`src/rtl/core/fah_pkg.sv`:
```
// Shared types, constants and the FNV-1a mixing function for the accession hasher.
package fah_pkg;

  localparam logic [63:0] FNV_BASIS = 64'hCBF29CE484222325;
  localparam logic [63:0] FNV_PRIME = 64'h00000100000001B3;

  localparam logic [7:0] CH_GT  = 8'h3E;
  localparam logic [7:0] CH_SP  = 8'h20;
  localparam logic [7:0] CH_TAB = 8'h09;
  localparam logic [7:0] CH_CR  = 8'h0D;
  localparam logic [7:0] CH_LF  = 8'h0A;

  typedef enum logic [1:0] {
    PH_LINE_START = 2'd0,
    PH_BLANKS     = 2'd1,
    PH_TOKEN      = 2'd2,
    PH_SKIP_LINE  = 2'd3
  } fah_phase_t;

  typedef struct packed {
    logic [7:0] text_byte;
    logic       end_of_data;
  } fah_word_t;

  typedef struct packed {
    logic        emit;
    logic [63:0] hash;
  } fah_result_t;

  // xor in the byte, then multiply by the prime 2^40 + 0x1B3 as shifts and adds
  function automatic logic [63:0] fnv_mix(input logic [63:0] h, input logic [7:0] c);
    logic [63:0] x;
    x = h ^ {56'd0, c};
    return (x << 40) + (x << 8) + (x << 7) + (x << 5) + (x << 4) + (x << 1) + x;
  endfunction

endpackage

```
`src/rtl/core/fah_in_stage.sv`:
```
// Input register: holds one accepted text word until the parser takes it.
module fah_in_stage
  import fah_pkg::*;
(
  input  logic      clk,
  input  logic      rst_n,
  input  logic      in_valid,
  output logic      in_ready,
  input  fah_word_t in_word,
  input  logic      advance,
  output logic      word_valid,
  output fah_word_t word
);

  logic      valid_r, valid_nxt;
  fah_word_t word_r;

  assign in_ready   = !valid_r || advance;
  assign valid_nxt  = (in_valid && in_ready) || (valid_r && !advance);
  assign word_valid = valid_r;
  assign word       = word_r;

  always_ff @(posedge clk) begin
    if (!rst_n) begin
      valid_r <= 1'b0;
    end else begin
      valid_r <= valid_nxt;
    end
  end

  always_ff @(posedge clk) begin
    if (in_valid && in_ready) begin
      word_r <= in_word;
    end
  end

endmodule

```
`src/rtl/core/fah_parser.sv`:
```
// Header parser and running FNV-1a hash; one text word per step.
module fah_parser
  import fah_pkg::*;
(
  input  logic        clk,
  input  logic        rst_n,
  input  logic        step,
  input  fah_word_t   word,
  output fah_result_t result
);

  fah_phase_t  phase_r, phase_nxt;
  logic [63:0] hash_r, hash_nxt;
  logic [63:0] mixed;
  logic [7:0]  c;
  logic        blank, lf, cr;

  assign c     = word.text_byte;
  assign blank = c inside {CH_SP, CH_TAB};
  assign lf    = (c == CH_LF);
  assign cr    = (c == CH_CR);
  // first token byte mixes into the basis, later bytes into the running hash
  assign mixed = fnv_mix((phase_r == PH_BLANKS) ? FNV_BASIS : hash_r, c);

  always_comb begin
    phase_nxt   = phase_r;
    hash_nxt    = hash_r;
    result.emit = 1'b0;
    result.hash = hash_r;
    case (phase_r)
      PH_BLANKS: begin
        if (blank) begin
          phase_nxt = PH_BLANKS;
        end else if (lf) begin
          phase_nxt = PH_LINE_START;
        end else if (cr) begin
          phase_nxt = PH_SKIP_LINE;
        end else begin
          hash_nxt  = mixed;
          phase_nxt = PH_TOKEN;
        end
      end
      PH_TOKEN: begin
        if (blank || cr || lf) begin
          result.emit = 1'b1;
          hash_nxt    = FNV_BASIS;
          phase_nxt   = lf ? PH_LINE_START : PH_SKIP_LINE;
        end else begin
          hash_nxt = mixed;
        end
      end
      PH_SKIP_LINE: begin
        if (lf) begin
          phase_nxt = PH_LINE_START;
        end
      end
      default: begin
        if (c == CH_GT) begin
          phase_nxt = PH_BLANKS;
        end else if (lf) begin
          phase_nxt = PH_LINE_START;
        end else begin
          phase_nxt = PH_SKIP_LINE;
        end
      end
    endcase
    // end of data: flush an open token, then return to line start
    if (word.end_of_data) begin
      if (phase_nxt == PH_TOKEN && !result.emit) begin
        result.emit = 1'b1;
        result.hash = hash_nxt;
      end
      phase_nxt = PH_LINE_START;
      hash_nxt  = FNV_BASIS;
    end
  end

  always_ff @(posedge clk) begin
    if (!rst_n) begin
      phase_r <= PH_LINE_START;
      hash_r  <= FNV_BASIS;
    end else if (step) begin
      phase_r <= phase_nxt;
      hash_r  <= hash_nxt;
    end
  end

endmodule

```
`src/rtl/core/fah_out_stage.sv`:
```
// Result register: holds one finished hash until the consumer takes it.
module fah_out_stage
(
  input  logic        clk,
  input  logic        rst_n,
  input  logic        load,
  input  logic [63:0] load_hash,
  output logic        out_valid,
  input  logic        out_ready,
  output logic [63:0] out_accession_hash
);

  logic        valid_r, valid_nxt;
  logic [63:0] hash_r;

  assign valid_nxt          = load || (valid_r && !out_ready);
  assign out_valid          = valid_r;
  assign out_accession_hash = hash_r;

  always_ff @(posedge clk) begin
    if (!rst_n) begin
      valid_r <= 1'b0;
    end else begin
      valid_r <= valid_nxt;
    end
  end

  always_ff @(posedge clk) begin
    if (load) begin
      hash_r <= load_hash;
    end
  end

endmodule

```
`src/rtl/core/fasta_accession_hasher.sv`:
```
// Top level of the FASTA accession hasher: input register, parser, result register.
//
//   channel  direction  payload                          handshake
//   in_      input      in_text_byte[7:0], in_end_of_data in_valid / in_ready
//   out_     output     out_accession_hash[63:0]         out_valid / out_ready
//
// One word per cycle sustained unless an out_ready stall holds a hash; a hash
// shows on out_ after the word that ends its token is accepted: the word is
// registered in the input register, then the result register loads the hash.
// The xor and constant multiply by the FNV prime are combinational logic feeding
// the running hash register, which sets the clock.
// Reset puts the parser at line start with the hash at the offset basis.
// An out_ready stall holds the word in the input register and the hash in
// the result register; in_ready drops only while both are held.
module fasta_accession_hasher
  import fah_pkg::*;
(
  input  logic        clk,
  input  logic        rst_n,
  input  logic        in_valid,
  output logic        in_ready,
  input  logic [7:0]  in_text_byte,
  input  logic        in_end_of_data,
  output logic        out_valid,
  input  logic        out_ready,
  output logic [63:0] out_accession_hash
);

  fah_word_t   in_word;
  fah_word_t   word;
  fah_result_t result;
  logic        word_valid;
  logic        advance;

  assign in_word.text_byte   = in_text_byte;
  assign in_word.end_of_data = in_end_of_data;

  // advance the held word once the result register can take whatever it makes
  assign advance = word_valid && (!out_valid || out_ready);

  fah_in_stage u_in (
    .clk        (clk),
    .rst_n      (rst_n),
    .in_valid   (in_valid),
    .in_ready   (in_ready),
    .in_word    (in_word),
    .advance    (advance),
    .word_valid (word_valid),
    .word       (word)
  );

  fah_parser u_parser (
    .clk    (clk),
    .rst_n  (rst_n),
    .step   (advance),
    .word   (word),
    .result (result)
  );

  fah_out_stage u_out (
    .clk                (clk),
    .rst_n              (rst_n),
    .load               (advance && result.emit),
    .load_hash          (result.hash),
    .out_valid          (out_valid),
    .out_ready          (out_ready),
    .out_accession_hash (out_accession_hash)
  );

endmodule
```
`config.mk`:
```
export PLATFORM = sky130hd
export DESIGN_NAME = fasta_accession_hasher
export DESIGN_NICKNAME = d
export VERILOG_FILES = /design/src/rtl/core/fah_pkg.sv /design/src/rtl/core/fah_in_stage.sv /design/src/rtl/core/fah_parser.sv /design/src/rtl/core/fah_out_stage.sv /design/src/rtl/core/fasta_accession_hasher.sv
export SDC_FILE = /design/constraint.sdc
export NUM_CORES = 1
export LEC_CHECK = 0
export ABC_AREA = 1
export BUFFER_PORTS_ARGS = -buffer_cell sky130_fd_sc_hd__buf_2
export CELL_PAD_IN_SITES_DETAIL_PLACEMENT = 1
export CELL_PAD_IN_SITES_GLOBAL_PLACEMENT = 2
export CORE_MARGIN = 10
export CORE_UTILIZATION = 37
export CTS_BUF_LIST = sky130_fd_sc_hd__clkbuf_8
export DETAILED_ROUTE_END_ITERATION = 6
export PLACE_DENSITY_LB_ADDON = 0.2
export SYNTH_ARGS = -nofsm -noshare
export SYNTH_HDL_FRONTEND = slang
export SYNTH_SLANG_ARGS = --single-unit
```
`constraint.sdc`:
```
create_clock -name clk -period 7.59 [get_ports clk]
set_clock_uncertainty 0.1 [all_clocks]
set_input_delay 2.277 -clock clk [delete_from_list [all_inputs] [get_ports clk]]
set_output_delay 2.277 -clock clk [all_outputs]
set_load 0.05 [all_outputs]
```
[Word level (Yosys, flattened, before mapping)]
Index checks and enable logic that the tools add are counted.
Word-level totals
  bits in latches: 0
  input port bits: 13
  output and inout port bits: 66
  bits in registers: 141
  bits in writable memories: 0
  memory bits (read-only): 0
  memories: 0
Operators by class
  shifts and indexed selects: 0
  add/subtract/negate cells: 6
  div/mod/pow operators: 0
  eq/ne operators: 9
  bitwise logic cells: 1
  muxes and demuxes: 20
  reduce and logical (&&, ||, !) cells: 18
  order comparisons: 0
  $mul: 0
Operator list (count)
  $add A64 B64 Y64: 6
  $mux W64: 6
  $mux W65: 2
  $pmux W64 S2: 1
  $xor A64 B8 Y64: 1
  $eq A8 B4 Y1 const B: 3
  $eq A8 B6 Y1 const B: 2
  $mux W2: 7
  $eq A2 B2 Y1 const B: 3
  $logic_and A1 B1 Y1: 6
  $logic_or A1 B1 Y1: 6
  $pmux W2 S3: 1
  $logic_not A1 Y1: 5
  $mux W1: 3
  $eq A2 B1 Y1 const B: 1
  $reduce_bool A2 Y1: 1

[Depth between registers and ports, before layout]
  depth after elaboration: 17
  gate-level depth with buffers: 37
  depth with buffers taken out: 33

[Hierarchy]
Synthesis repeated with hierarchy kept, for this count alone.
Unflattened totals
  cell total of the unflattened synthesis: 2896
  area total of the unflattened synthesis: 19905.3 sq um
By module, submodules not included
  fah_parser: area an instance 17588.1 sq um, cells each 2804, instances 1, seq. area each 1321.3 sq um
  fah_out_stage: area an instance 1965.6 sq um, cells each 70, instances 1, seq. area each 1941.9 sq um
  fah_in_stage: area an instance 321.6 sq um, cells each 16, instances 1, seq. area each 290.3 sq um
  fasta_accession_hasher: area an instance 30.0 sq um, cells each 6, instances 1, seq. area each 0.0 sq um

[Worst setup path after synthesis]
No wires, ideal clock.
  path type: register to register
  from: register u_parser.phase_r[1]
  to: register u_out.hash_r[58], in the netlist u_out.out_accession_hash[58] (data pin)
  clock period less this slack: 5.903 ns
  setup time: 0.256 ns
  path buffers: 5
  path slack: 1.687 ns
  cell stages (with the launch flop): 33
  arrival: 5.547 ns
  cell sequence: dfxtp_1 -> inv_1 -> ha_1 -> buf_4 -> buf_2 -> buf_2 -> buf_1 -> buf_1 -> nor2_1 -> inv_1 -> fa_1 -> inv_1 -> fa_1 -> inv_1 -> fa_1 -> fa_1 -> inv_1 -> ha_1 -> nand2_1 -> nor2_1 -> inv_1 -> nor2_1 -> nand2_1 -> nor3_1 -> nand2_1 -> nand3_1 -> nand2_1 -> nand2_1 -> nand2_1 -> nand2_1 -> nand2_1 -> nand2_1 -> o21ai_1
RTL lines
  from (decl): RTL line fah_parser.sv:12  | fah_phase_t phase_r, phase_nxt;
  from (signal assigned): RTL line fah_parser.sv:83  | phase_r <= phase_nxt;
  to (signal assigned): RTL line fah_out_stage.sv:30  | hash_r <= load_hash;
  to (decl): RTL line fah_out_stage.sv:14  | logic [63:0] hash_r;

==> metrics.md <==
| Metric | Value |
|---|---|
| Core area | 53600 um2 |
| Type of origin of the critical path | flop |
| Critical path's top delay family | adder cells |
| Most frequent cells in the layout | nand2_1, inv_1, nor2_1, fa_1, ha_1 |
| Via count | 19500 |
| Slew margin rel. | 32.3% |
| Nets@finish | 3377 |
| Cell taking the most area after synthesis | fa_1 |
| Fin Setup TNS | 0 ns |
| Worst r2r src | u_parser.phase_r[1]$_SDFFE_PN0P_ |
| Hold crit path type | flop to flop |
| Status | complete, no violations |
| Most frequent CP cell | nand2_1 |
| CTS tree | built |
| Worst reg-to-reg path cell count | 27 |
| Crit-path slowest cell | fa_1 |
| Syn_nets | 3309 |
| Die height | 252 um |
| Initial Util | 37.2% |
| CP arrival | 7.29 ns |
| Clk sinks | 141 |
| Most common cell after layout, fill and taps aside | nand2_1 |
| Post-synth top area share | 19.3% |
| Final std cells w/o fill | 3739 |
| Fin crit share | 94.4% |
| Final setup violation count | 0 |
| DP Cell Count | 3706 |
| Fmax | 140 MHz |
| DR WL/cell | 23.5 um |
| DR vias/cell | 5.21 |
| Synth cell types | 45 |
| Clock-pin slew on the worst setup and hold paths | 0.09 ns |
| Hold Vio Cnt, Final | 0 |
| Layout cell share with drive strength beyond 1 | 5.62% |
| GPL Wtd Cong | 0.988 |
| CTS Buf Count | 17 |
| Setup crit end | u_out.out_accession_hash[57]$_DFFE_PP_ |
| Largest net degree at the start of global routing | 67 |
| # rows | 85 |
| GRT Total Usage | 27.6% |
| Drt initial violations | 1097 |
| Fillers | 7028 |
| Root Driver | clkbuf_8 |
| Pins Over Slew Limit | 0 |
| Buf/Inv on CP | 4 |
| Critical Path End Type | flop |
| FF+latch count, synth | 141 |
| Syn. warnings | 0 |
| Total power | 0.00679 W |
| Post-DP HPWL | 74.1 mm |
| Die W | 252 um |
| Reg2reg end | u_out.out_accession_hash[57]$_DFFE_PP_ |
| CP max FO | 10 |
| Clock Latency Late Sink | 0.50 ns |
| I/O Buffers | 78 |
| Fin crit period | 7.16 ns |
| Power density over cell area | 315 nW/um2 |
| First-pass GRT wire length | 131 mm |
| Grt ovf | 0 |
| Avg Inst Size Synth | 6.74 um2 |
| Synth top area cells | fa_1, nand2_1, inv_1 |
| H-tree depth | 4 |
| Post-synthesis sequential area ratio | 17.8% |
| Max-cap violations | 0 |
| Initial DRT Pass Iterations | 6 |
| I/O pin count | 79 |
| Detail Route Antenna Nets | 0 |
| Die area | 63600 um2 |
| Clk buf depth | 2 |
| Unrepaired setup endpoints after global routing | false |
| Vias in the first global route | 20500 |
| Layout area overhead | 8.06% |
| Worst Path Required | 7.72 ns |
| Worst-margin pin slew | 1.02 ns |
| Register-to-register setup slack | 0.43 ns |
| CP Launch Point | u_parser.phase_r[1]$_SDFFE_PN0P_ |
| DRC violations left | 0 |
| Post-Syn Area | 20000 um2 |
| CP Depth | 27 |
| CP Class | flop to flop |
| Post-Route WL | 87.7 mm |
| VDD IR max | 0.353 mV |
| Cell count after synthesis | 2961 |
| P_leak | 11.3 nW |
| Max incr delay on CP | 0.57 ns |
| Initial antenna violation count | 3 |
[synth_stat cells]
cell type and n:
o31ai_1 1, a31oi_1 17, nand3_1 132, clkinv_1 2, o21ai_0 128, ha_1 143, nand3_2 1, a22oi_1 7
clkbuf_1 35, buf_1 9, nor2_1 194, a21oi_4 1, and2_1 1, nand3b_1 5, buf_4 2, o211ai_1 6
nand4_1 26, a21boi_0 1, xnor2_1 16, o21ai_2 1, buf_6 8, nor3_2 1, buf_8 1, a21oi_1 141
o22ai_1 13, nor4_1 2, nand2_4 1, o21bai_2 1, fa_1 192, edfxtp_1 73, nor2_2 3, inv_1 658
inv_4 1, nand2_2 3, or2_2 5, buf_2 16, nand2_1 884, inv_2 2, a21o_1 10, dfxtp_1 68
nor2_4 1, nor3_1 16, o21ai_1 64, o21bai_1 19, xor2_1 50
[area by class of cell]
cell class	count	area [um2]	share of cell area (%)
antenna	2	5.00	0.0232
clock buffer	17	234	1.08
clock inverter	14	119	0.551
inverter	663	2490	11.6
multi-input combinational	2086	13600	62.9
sequential	141	3550	16.5
tap	696	871	4.04
timing repair buffer	120	731	3.39
[routing by layer]
metal	part of all wire [%]	track usage [%]	vias to the layer above
met5	0	0	-
met4	4.8	12.4	0
met3	3.6	2.47	104
met2	49	47.4	398
met1	43	34.6	9744
li1	-	-	9235
[tightest hold or removal path: cells and delay by family, from the launching register on]
family / cells / cell delay (ns)
flops: 1 / 0.32
simple gates: 1 / 0.06
compound gates: 1 / 0.05
[flip-flops by register name, indices dropped and copies added (netlist names)]
register,flops
u_parser.phase_r,2
u_in.word_valid,1
u_in.word,9
u_out.out_accession_hash,64
u_out.out_valid,1
u_parser.hash_r,64
[power by group]
part           switching, W  internal (W)
Sequential        0.0000254      0.000818
Combinational       0.00380       0.00155
Clock              0.000315      0.000280
[through the flow]
stage	instance area [um2]	hold WS (ns)	utilization (%)	setup WS, ns
2_1_floorplan	20000	0.341	-	1.69
5_1_grt	21600	0.405	40.2	0.00320
3_5_place_dp	21200	0.360	39.6	0.289
4_1_cts	21600	0.373	40.2	0.263
3_3_place_gp	21200	0.352	39.6	0.357
6_report	21600	0.377	40.2	0.427
[worst min path at each step]
stage               cells after the start  slack, ns                          endpoint                             start
detailed placement                      2       0.36  u_parser.hash_r[18]$_SDFFE_PN0P_  u_parser.hash_r[18]$_SDFFE_PN0P_
finish                                  2       0.38  u_parser.hash_r[18]$_SDFFE_PN0P_  u_parser.hash_r[18]$_SDFFE_PN0P_
global route                            2       0.41  u_parser.hash_r[18]$_SDFFE_PN0P_  u_parser.hash_r[18]$_SDFFE_PN0P_
global placement                        2       0.35  u_parser.hash_r[26]$_SDFFE_PN1P_  u_parser.hash_r[26]$_SDFFE_PN1P_
floorplan                               2       0.34  u_parser.hash_r[26]$_SDFFE_PN1P_  u_parser.hash_r[26]$_SDFFE_PN1P_
CTS                                     2       0.37  u_parser.hash_r[18]$_SDFFE_PN0P_  u_parser.hash_r[18]$_SDFFE_PN0P_
[logic make-up after synthesis]
group,share of synthesized area [%]
buffers and inverters,14.3
flip-flops,17.8
adder cells (fa/ha/maj),28.2
AO/OA/AOI/OAI,11.1
XOR/XNOR,2.90
AND/OR/NAND/NOR,25.6
[repair_timing]
action / 4_1_cts / 5_1_grt
hold buffers: 0 / 0
resized for setup: 0 / 1
setup endpoints to repair: 0 / 3
setup buffers: 0 / 0
Power figures use the tool's default switching activity.
